[src/sv/mdc_pkg.sv]
// Package with the shared types of the determinant block.
`timescale 1ns / 1ps
package mdc_pkg;

  // Sequencer states of the determinant engine.
  typedef enum logic [2:0] {
    ST_LOAD,
    ST_FETCH,
    ST_MUL,
    ST_ACC,
    ST_DONE
  } state_t;

endpackage

[src/sv/matrix_determinant_cofactor.sv]
// Determinant engine: loads a square matrix and expands it with one shared multiplier.
`timescale 1ns / 1ps
// Usage:
// The input channel (in_valid, in_stall, in_entry_value) carries one matrix
// element per request, row-major. The order n comes from cfg_matrix_size
// (values below two act as two, values above MAX_ORDER act as MAX_ORDER);
// writing it discards a partly loaded matrix.
// After the last element the block computes the determinant as a sum over
// all n! permutations, each signed by its parity. Every permutation term is
// a chain of n products through a single 64-bit multiplier, each product a
// read (fetch state) then a multiply (multiply state), followed by an
// accumulate state; after the last permutation the done state registers
// the result. The input stalls for all of the computation. The result
// appears on out_valid/out_determinant and is held while out_stall is
// high; the next matrix may load and compute meanwhile, but its result
// waits, with the input stalled, until the output register empties.
// Synchronous active-low reset clears the count, the sequencer and sets the
// order to four. The element store itself is not reset.
module matrix_determinant_cofactor #(
  parameter int MAX_ORDER   = 4,
  parameter int ENTRY_WIDTH = 12
) (
  input  logic                          clk,
  input  logic                          rst_n,
  input  logic                          cfg_we,
  input  logic [2:0]                    cfg_matrix_size,
  input  logic                          in_valid,
  output logic                          in_stall,
  input  logic signed [ENTRY_WIDTH-1:0] in_entry_value,
  output logic                          out_valid,
  input  logic                          out_stall,
  output logic signed [63:0]            out_determinant
);

  localparam int Depth = MAX_ORDER * MAX_ORDER;
  localparam int AW    = $clog2(Depth);
  localparam int CW    = $clog2(Depth + 1);
  localparam int OW    = $clog2(MAX_ORDER + 1);
  localparam int IW    = $clog2(MAX_ORDER);

  // Element store.
  logic [ENTRY_WIDTH-1:0] mem [Depth];
  logic [ENTRY_WIDTH-1:0] rd_data_r;

  logic [2:0]    size_r;
  logic [CW-1:0] count_r, count_nxt;
  logic [OW-1:0] n_use;
  logic [CW-1:0] total;
  mdc_pkg::state_t state_r, state_nxt;

  // Permutation held as n column indexes; parity tracked as flips.
  logic [IW-1:0] perm_r [MAX_ORDER];
  logic [IW-1:0] perm_nxt [MAX_ORDER];
  logic          odd_r, odd_nxt;
  logic          last_perm;
  logic [IW-1:0] row_r;
  logic [63:0]   prod_r, acc_r;
  logic [63:0]   out_r;
  logic          out_v_r;

  always_comb begin
    if (size_r < 3'd2) n_use = OW'(2);
    else if (32'(size_r) > MAX_ORDER) n_use = OW'(MAX_ORDER);
    else n_use = OW'(size_r);
    total = CW'(n_use) * CW'(n_use);
  end

  assign in_stall = (state_r != mdc_pkg::ST_LOAD);
  wire in_acc = in_valid && !in_stall;

  // Next lexicographic permutation over the first n slots (narrow, independent search).
  always_comb begin
    int i, j, k;
    logic [IW-1:0] t;
    logic [IW-1:0] tmp [MAX_ORDER];
    logic flip;
    t = '0;
    for (k = 0; k < MAX_ORDER; k++) tmp[k] = perm_r[k];
    i = -1;
    for (k = 0; k < MAX_ORDER - 1; k++)
      if (k + 1 < int'(n_use) && perm_r[k] < perm_r[k+1]) i = k;
    last_perm = (i < 0);
    flip = 1'b0;
    j = 0;
    if (i >= 0) begin
      for (k = 0; k < MAX_ORDER; k++)
        if (k > i && k < int'(n_use) && perm_r[k] > perm_r[i]) j = k;
      t = tmp[i]; tmp[i] = tmp[j]; tmp[j] = t;
      flip = 1'b1;
      // Reverse the tail after i; count swaps for parity.
      for (k = 0; k < MAX_ORDER; k++) begin
        if (k > i && (int'(n_use) - 1 - (k - i - 1)) > k) begin
          t = tmp[k];
          tmp[k] = tmp[int'(n_use) - 1 - (k - i - 1)];
          tmp[int'(n_use) - 1 - (k - i - 1)] = t;
          flip = ~flip;
        end
      end
    end
    for (k = 0; k < MAX_ORDER; k++) perm_nxt[k] = tmp[k];
    odd_nxt = odd_r ^ flip;
  end

  // Sequencer next state.
  always_comb begin
    state_nxt = state_r;
    unique case (state_r)
      mdc_pkg::ST_LOAD:  if (in_acc && (count_r + CW'(1) >= total)) state_nxt = mdc_pkg::ST_FETCH;
      mdc_pkg::ST_FETCH: state_nxt = mdc_pkg::ST_MUL;
      mdc_pkg::ST_MUL:   if (32'(row_r) + 1 >= int'(n_use)) state_nxt = mdc_pkg::ST_ACC;
                         else state_nxt = mdc_pkg::ST_FETCH;
      mdc_pkg::ST_ACC:   if (last_perm) state_nxt = mdc_pkg::ST_DONE;
                         else state_nxt = mdc_pkg::ST_FETCH;
      mdc_pkg::ST_DONE:  if (!out_v_r || !out_stall) state_nxt = mdc_pkg::ST_LOAD;
      default:           state_nxt = mdc_pkg::ST_LOAD;
    endcase
  end

  // Next element count.
  always_comb begin
    count_nxt = count_r;
    if (in_acc) count_nxt = (count_r + CW'(1) >= total) ? '0 : count_r + CW'(1);
  end

  // Store write and registered read of element (row, perm[row]).
  always_ff @(posedge clk) begin
    if (in_acc) mem[count_r[AW-1:0]] <= in_entry_value;
    rd_data_r <= mem[AW'(CW'(row_r) * CW'(n_use) + CW'(perm_r[row_r]))];
  end

  always_ff @(posedge clk) begin
    if (!rst_n) begin
      state_r <= mdc_pkg::ST_LOAD;
      count_r <= '0;
      size_r  <= 3'd4;
      out_v_r <= 1'b0;
      row_r   <= '0;
      odd_r   <= 1'b0;
      for (int k = 0; k < MAX_ORDER; k++) perm_r[k] <= IW'(k);
    end else begin
      state_r <= state_nxt;
      count_r <= cfg_we ? '0 : count_nxt;
      if (cfg_we) size_r <= cfg_matrix_size;
      // The done state refills the output register itself.
      if (out_v_r && !out_stall && state_r != mdc_pkg::ST_DONE) out_v_r <= 1'b0;
      unique case (state_r)
        mdc_pkg::ST_LOAD: begin
          row_r  <= '0;
          odd_r  <= 1'b0;
          prod_r <= 64'd1;
          acc_r  <= '0;
          for (int k = 0; k < MAX_ORDER; k++) perm_r[k] <= IW'(k);
        end
        mdc_pkg::ST_FETCH: ;
        mdc_pkg::ST_MUL: begin
          prod_r <= prod_r * {{(64-ENTRY_WIDTH){rd_data_r[ENTRY_WIDTH-1]}}, rd_data_r};
          if (32'(row_r) + 1 < int'(n_use)) row_r <= row_r + IW'(1);
        end
        mdc_pkg::ST_ACC: begin
          acc_r  <= odd_r ? acc_r - prod_r : acc_r + prod_r;
          prod_r <= 64'd1;
          row_r  <= '0;
          for (int k = 0; k < MAX_ORDER; k++) perm_r[k] <= perm_nxt[k];
          odd_r  <= odd_nxt;
        end
        mdc_pkg::ST_DONE: begin
          if (!out_v_r || !out_stall) begin
            out_v_r <= 1'b1;
            out_r   <= acc_r;
          end
        end
        default: ;
      endcase
    end
  end

  assign out_valid       = out_v_r;
  assign out_determinant = out_r;

endmodule

[config.mk]
export PLATFORM = sky130hd
export DESIGN_NAME = matrix_determinant_cofactor
export DESIGN_NICKNAME = d
export VERILOG_FILES = /design/src/sv/mdc_pkg.sv /design/src/sv/matrix_determinant_cofactor.sv
export SDC_FILE = /design/constraint.sdc
export NUM_CORES = 2
export LEC_CHECK = 0
export ABC_AREA = 1
export BUFFER_PORTS_ARGS = -buffer_cell sky130_fd_sc_hd__buf_4
export CELL_PAD_IN_SITES_DETAIL_PLACEMENT = 1
export CELL_PAD_IN_SITES_GLOBAL_PLACEMENT = 2
export CORE_MARGIN = 2
export CORE_UTILIZATION = 37
export DETAILED_ROUTE_END_ITERATION = 12
export HOLD_SLACK_MARGIN = 0.08
export PLACE_DENSITY = 0.78
export SLEW_MARGIN = 0
export SYNTH_ARGS = -nofsm -noshare
export SYNTH_HDL_FRONTEND = slang
export SYNTH_SLANG_ARGS = --single-unit
[constraint.sdc]
create_clock -name clk -period 6.55 [get_ports clk]
set_clock_uncertainty 0.1 [all_clocks]
set_input_delay 0.655 -clock clk [delete_from_list [all_inputs] [get_ports clk]]
set_output_delay 0.655 -clock clk [all_outputs]
set_load 0.05 [all_outputs]
[After elaboration in Yosys (flattened, before gate mapping)]
Memory sizes are Yosys's and may differ from the RTL's. A register that Yosys moved wholly into a read port is not among the register bits.
Cells that the tools add are included.
Widths: inputs -> output; s select.
Cells by class
  $add $sub $neg: 19
  multipliers: 3
  magnitude comparators: 36
  equal/unequal tests: 8
  muxes and demuxes: 95
  bitwise logic cells: 19
  reduce and logical (&&, ||, !) cells: 38
Operators by type and width (number)
  $pmux 64 s2: 2
  $lt 32x1->1 const B: 7
  $ge 32x3->1 const B: 6
  $mux 32: 6
  $not 32->32: 6
  $sub 32x2->32 const B: 4
  $sub 4x32->32: 4
  $add 64x64->64: 1
  $gt 3x32->1 const A: 2
  $gt 32x3->1 const B: 2
  $mul 64x12->64: 1
  $mux 64: 1
  $mux 8: 8
  $sub 3x32->32 const A: 2
  $sub 64x64->64: 1
  $mux 2: 30
  $bwmux 8: 6
  $ge 32x1->1 const B: 1
  $ge 32x3->1: 1
  $gt 1x32->1 const A: 1
  $gt 2x32->1 const A: 1
  $gt 32x1->1 const B: 1
  $gt 32x2->1 const B: 1
  $sub 1x32->32 const A: 1
  41 further kinds: 122
Storage, ports and cells
  bits in registers: 207
  bits in writable memories: 200
  input port bits: 20
  output and inout bits: 66
  word-level logic and storage cells: 229
  memories kept: 2
Memories
  mem: words 16, width 12, rd ports 1, clocked after Yosys merged registers in 1, wr ports 1, RTL line matrix_determinant_cofactor.sv:42  | logic [ENTRY_WIDTH-1:0] mem [Depth];
  perm_r: words 4, width 2, rd ports 6, clocked after Yosys merged registers in 1, wr ports 4, RTL line matrix_determinant_cofactor.sv:52  | logic [IW-1:0] perm_r [MAX_ORDER];

[Depth between registers and ports, before layout]
  depth after elaboration: 46
  mapped depth: 42
  gate-level depth less buffers: 41

[Worst setup path before layout]
OpenSTA, ideal clock, no wires.
  path kind: register -> register
  start: memory perm_r[2][1] (netlist name)
  end: memory perm_r[3][1] (netlist name), data pin
  setup time: 0.256 ns
  data arrival time: 5.801 ns
  data required time: 6.194 ns
  slack: 0.393 ns
  stages on the path, launching flop included: 40
  path buffers: 1
  clock period less this slack: 6.157 ns
  cells stage by stage: dfxtp_1 -> inv_1 -> ha_1 -> nand2_1 -> nand3_1 -> nand2_2 -> inv_2 -> nand2_2 -> inv_1 -> ha_1 -> buf_2 -> nand2_1 -> nand2_1 -> o21bai_1 -> fa_1 -> fa_1 -> inv_1 -> fa_1 -> [4 not listed] -> nand3_1 -> nand2_1 -> nor3_1 -> nand3_1 -> nand3_1 -> nand2_1 -> inv_1 -> nand2_1 -> nand2_1 -> nand2_1 -> nand2_1 -> nand2_1 -> nand2_1 -> nand2_1 -> nand2_1 -> nand2_1 -> nand2_1 -> nand2_1
RTL lines (RTL line)
  from (decl): matrix_determinant_cofactor.sv:52

[Final worst setup path]
  start: register rd_data_r[11], read port of mem
  end: register prod_r[60], data pin
On the way
  longest elaborated chain between the ends: 2
RTL lines
  from (decl): RTL line matrix_determinant_cofactor.sv:43  | logic [ENTRY_WIDTH-1:0] rd_data_r;
  $mul 64x12->64: RTL line matrix_determinant_cofactor.sv:156  | prod_r <= prod_r * {{(64-ENTRY_WIDTH){rd_data_r[ENTRY_WIDTH-1]}}, rd_data_r};
  $pmux 64 s2: RTL line matrix_determinant_cofactor.sv:146  | unique case (state_r)
  to (signal assigned): RTL line matrix_determinant_cofactor.sv:156
  to (decl): RTL line matrix_determinant_cofactor.sv:57  | logic [63:0] prod_r, acc_r;
Every way passes these cells.
A chain may end at the register's enable or synchronous reset.

==> metrics <==
Root Buffer=clkbuf_16; global-route wire length before repair=235 mm; Min-Delay Path Depth=3; GRT Util Overall=23.9%; outcome=complete, no violations; fin. max-slew vios=0; async set-reset flop share out of synthesis=0%; Mapped Cells=5488; Die Width=358 um; clk_lat worst skew=0.66 ns; GRT overflow=0; pin count of the biggest net entering global routing=65; hold crit path type=input pin to register; via count=36900; Setup TNS Final=0 ns; DR WL/cell=20.5 um; Detail Route Antenna Nets=0; Setup violations, final=0; fraction of layout cells with a size suffix above 1=9.97%; HPWL Detailed=118 mm; worst r2r path cells=23; MaxCap Viol Count=0; synthesized cell area=46200 sq um; WP buf/inv=2; Layout area overhead=13.3%; Required @ worst endpoint=6.90 ns; FP Rows=129; Final min period=6.31 ns; worst-path fanout max=6; clk sinks=421; Synth Register Bits=421; CTS clk-pin slew, worst paths=0.06 ns; port bufs=85; number of synthesized flops with an enable pin=390; Seq/Total Area, Yosys=26.7%; vias in the first global route=40800; die height=358 um; vias per cell=5.02; relative slew slack=28.7%; final worst-path cycle share=96.3%; initial cell density of the core=37.4%; highest clock rate=159 MHz; RD Place Congestion=0.884; HP Start=cfg_matrix_size[0]; Hold Path End=size_r[0]; unrepaired setup endpoints after global routing=true; io pins=86; top_reg_cell synth=edfxtp_1; Top Family by Delay on Critical Path=adder cells; Final Hold Fails=0; Warnings, synthesis=0; critical path, cell by cell=clkinvlp_4, or2_2, fa_1, inv_1, fa_1, fa_1, fa_1, fa_1, ha_1, a21oi_2, o21ai_0, a21oi_1, nand2_2, nand2_1, nand3_2, nand2_1, o211ai_1, nand2_1, o211ai_1, a21oi_2, o21bai_1, or2_2, a21oi_1; Crit path depth=23; DR iter-0 viols=1844; core area=124000 sq um; # H-tree levels=2; NumNets Final=6558; TritonCTS Buffers=52; Crit path top cell by count=fa_1; # DRC=0; R2R Path End=prod_r[60]; initial antenna violation count=1; critical path class=register to register; CP Data Arrival Time=6.66 ns; Max Buffers Root-to-Sink=3; drt total wl=151 mm; post-synthesis cell type count=63; Critical Path Start Type=register; DIE AREA=128000 sq um; Pre-antenna DRT Iters=6; Worst-Margin Slew=1.07 ns; CP endpoint kind=register; Crit-path slowest cell=fa_1; Synth Area per Inst=8.43 sq um; CTS tree=done; reg2reg start=rd_data_r[11]; r2r setup slk=0.24 ns; Crit path largest cell delay=0.54 ns
[synthesized netlist by cell type, types with 16 or more instances]
master    number  share of area (%)
inv_1       1207                9.8
nand2_1     1183                9.6
fa_1         597                 26
nor2_1       416                3.4
edfxtp_1     390                 25
a21oi_1      330                3.6
ha_1         269                7.3
o21ai_0      198                2.1
clkbuf_1     182                1.5
nand3_1      113                1.2
xor2_1        86                1.6
a31oi_1       47               0.64
or2_2         43               0.58
nor3_1        35               0.38
o21a_1        32               0.52
dfxtp_1       31                1.3
nand4_1       28               0.38
o221ai_1      27               0.51
buf_1         24               0.19
mux2i_1       24               0.52
o32ai_1       24               0.45
xnor2_1       21               0.40
nor4_1        20               0.27
o211ai_1      17               0.28
a21o_1        16               0.26
[layout make-up]
cell class	instances	area, sq um
inverter	1221	4590
timing repair buffer	308	2680
sequential	421	12400
clock inverter	40	437
antenna	1	2.50
multi-input combinational	3668	28900
fill	14700	71400
clock buffer	57	1320
tap	1637	2050
[metrics by stage]
stage          cells  area [sq um]  hold slack (ns)  setup WS, ns  util [%]
2_1_floorplan   5518         46400            0.326         0.393         -
3_5_place_dp    7229         50100            0.348       -0.0642      40.4
3_3_place_gp    7229         50100            0.354        0.0273      40.4
6_report        7353         52400            0.119         0.244      42.3
4_1_cts         7328         51900           0.0864        0.0241      41.9
5_1_grt         7352         52400            0.118       -0.0506      42.3
[routing by layer]
layer | global-route usage, % | wire length [um] | vias to the layer above
li1 | - | - | 17400
met1 | 29.3 | 63400 | 18700
met2 | 44.1 | 78000 | 543
met3 | 1.98 | 4430 | 225
met4 | 7.50 | 4970 | 2
met5 | 0 | 14 | -
[cell families after synthesis]
kind of cell,synth area share [%]
other cells,0.0162
simple gates,16.6
flops,26.7
xor+xnor,2.03
compound gates,9.44
buf+inv,11.6
fa+ha+maj,33.1
mux,0.520
[state kept, by name, summed over array words and instances (netlist names), named ones only]
register	cells
prod_r	64
state_r	3
out_valid	1
odd_r	1
size_r	3
acc_r	64
out_determinant	64
perm_r	8
count_r	5
row_r	2
mem	192
rd_data_r	12
[cell usage in the layout, fill, tap and decap left out, types with 16 or more instances in the layout]
cell type  count
inv_1       1205
nand2_1     1175
fa_1         597
nor2_1       401
edfxtp_1     390
a21oi_1      315
buf_4        278
ha_1         258
o21ai_0      197
nand3_1      109
xor2_1        85
clkbuf_16     54
a31oi_1       47
or2_2         43
o21a_1        32
conb_1        32
nor3_1        30
nand4_1       28
o221ai_1      26
o32ai_1       24
mux2i_1       24
nor2_2        23
buf_12        23
xnor2_1       21
nor4_1        20
dfxtp_1       18
a21oi_2       17
o211ai_1      17
a21o_1        16
[worst max path at each step]
| stage | from | endpoint |
|---|---|---|
| final | rd_data_r[11] | prod_r[60] |
| after global routing | prod_r[1] | prod_r[60] |
| after CTS | rd_data_r[5] | prod_r[63] |
| after detailed placement | rd_data_r[5] | prod_r[63] |
| after global placement | prod_r[6] | prod_r[63] |
| after floorplan | perm_r[2][1] | perm_r[3][1] |
[worst min-delay path: stages]
cell and delay, ns:
buf_4 0.08, nor2_1 0.04, nor2_1 0.08
[timing repair]
action,in CTS,in global routing
endpoints found under the setup margin,3,26
pin swaps,0,4
gates cloned,1,2
hold buffers,1,0
buffers inserted,0,22
endpoints found under the hold margin,1,0
resized for setup,4,60
Power is not shown: default switching activity piles up to over one toggle a cycle in this logic, so the estimate is an artifact.
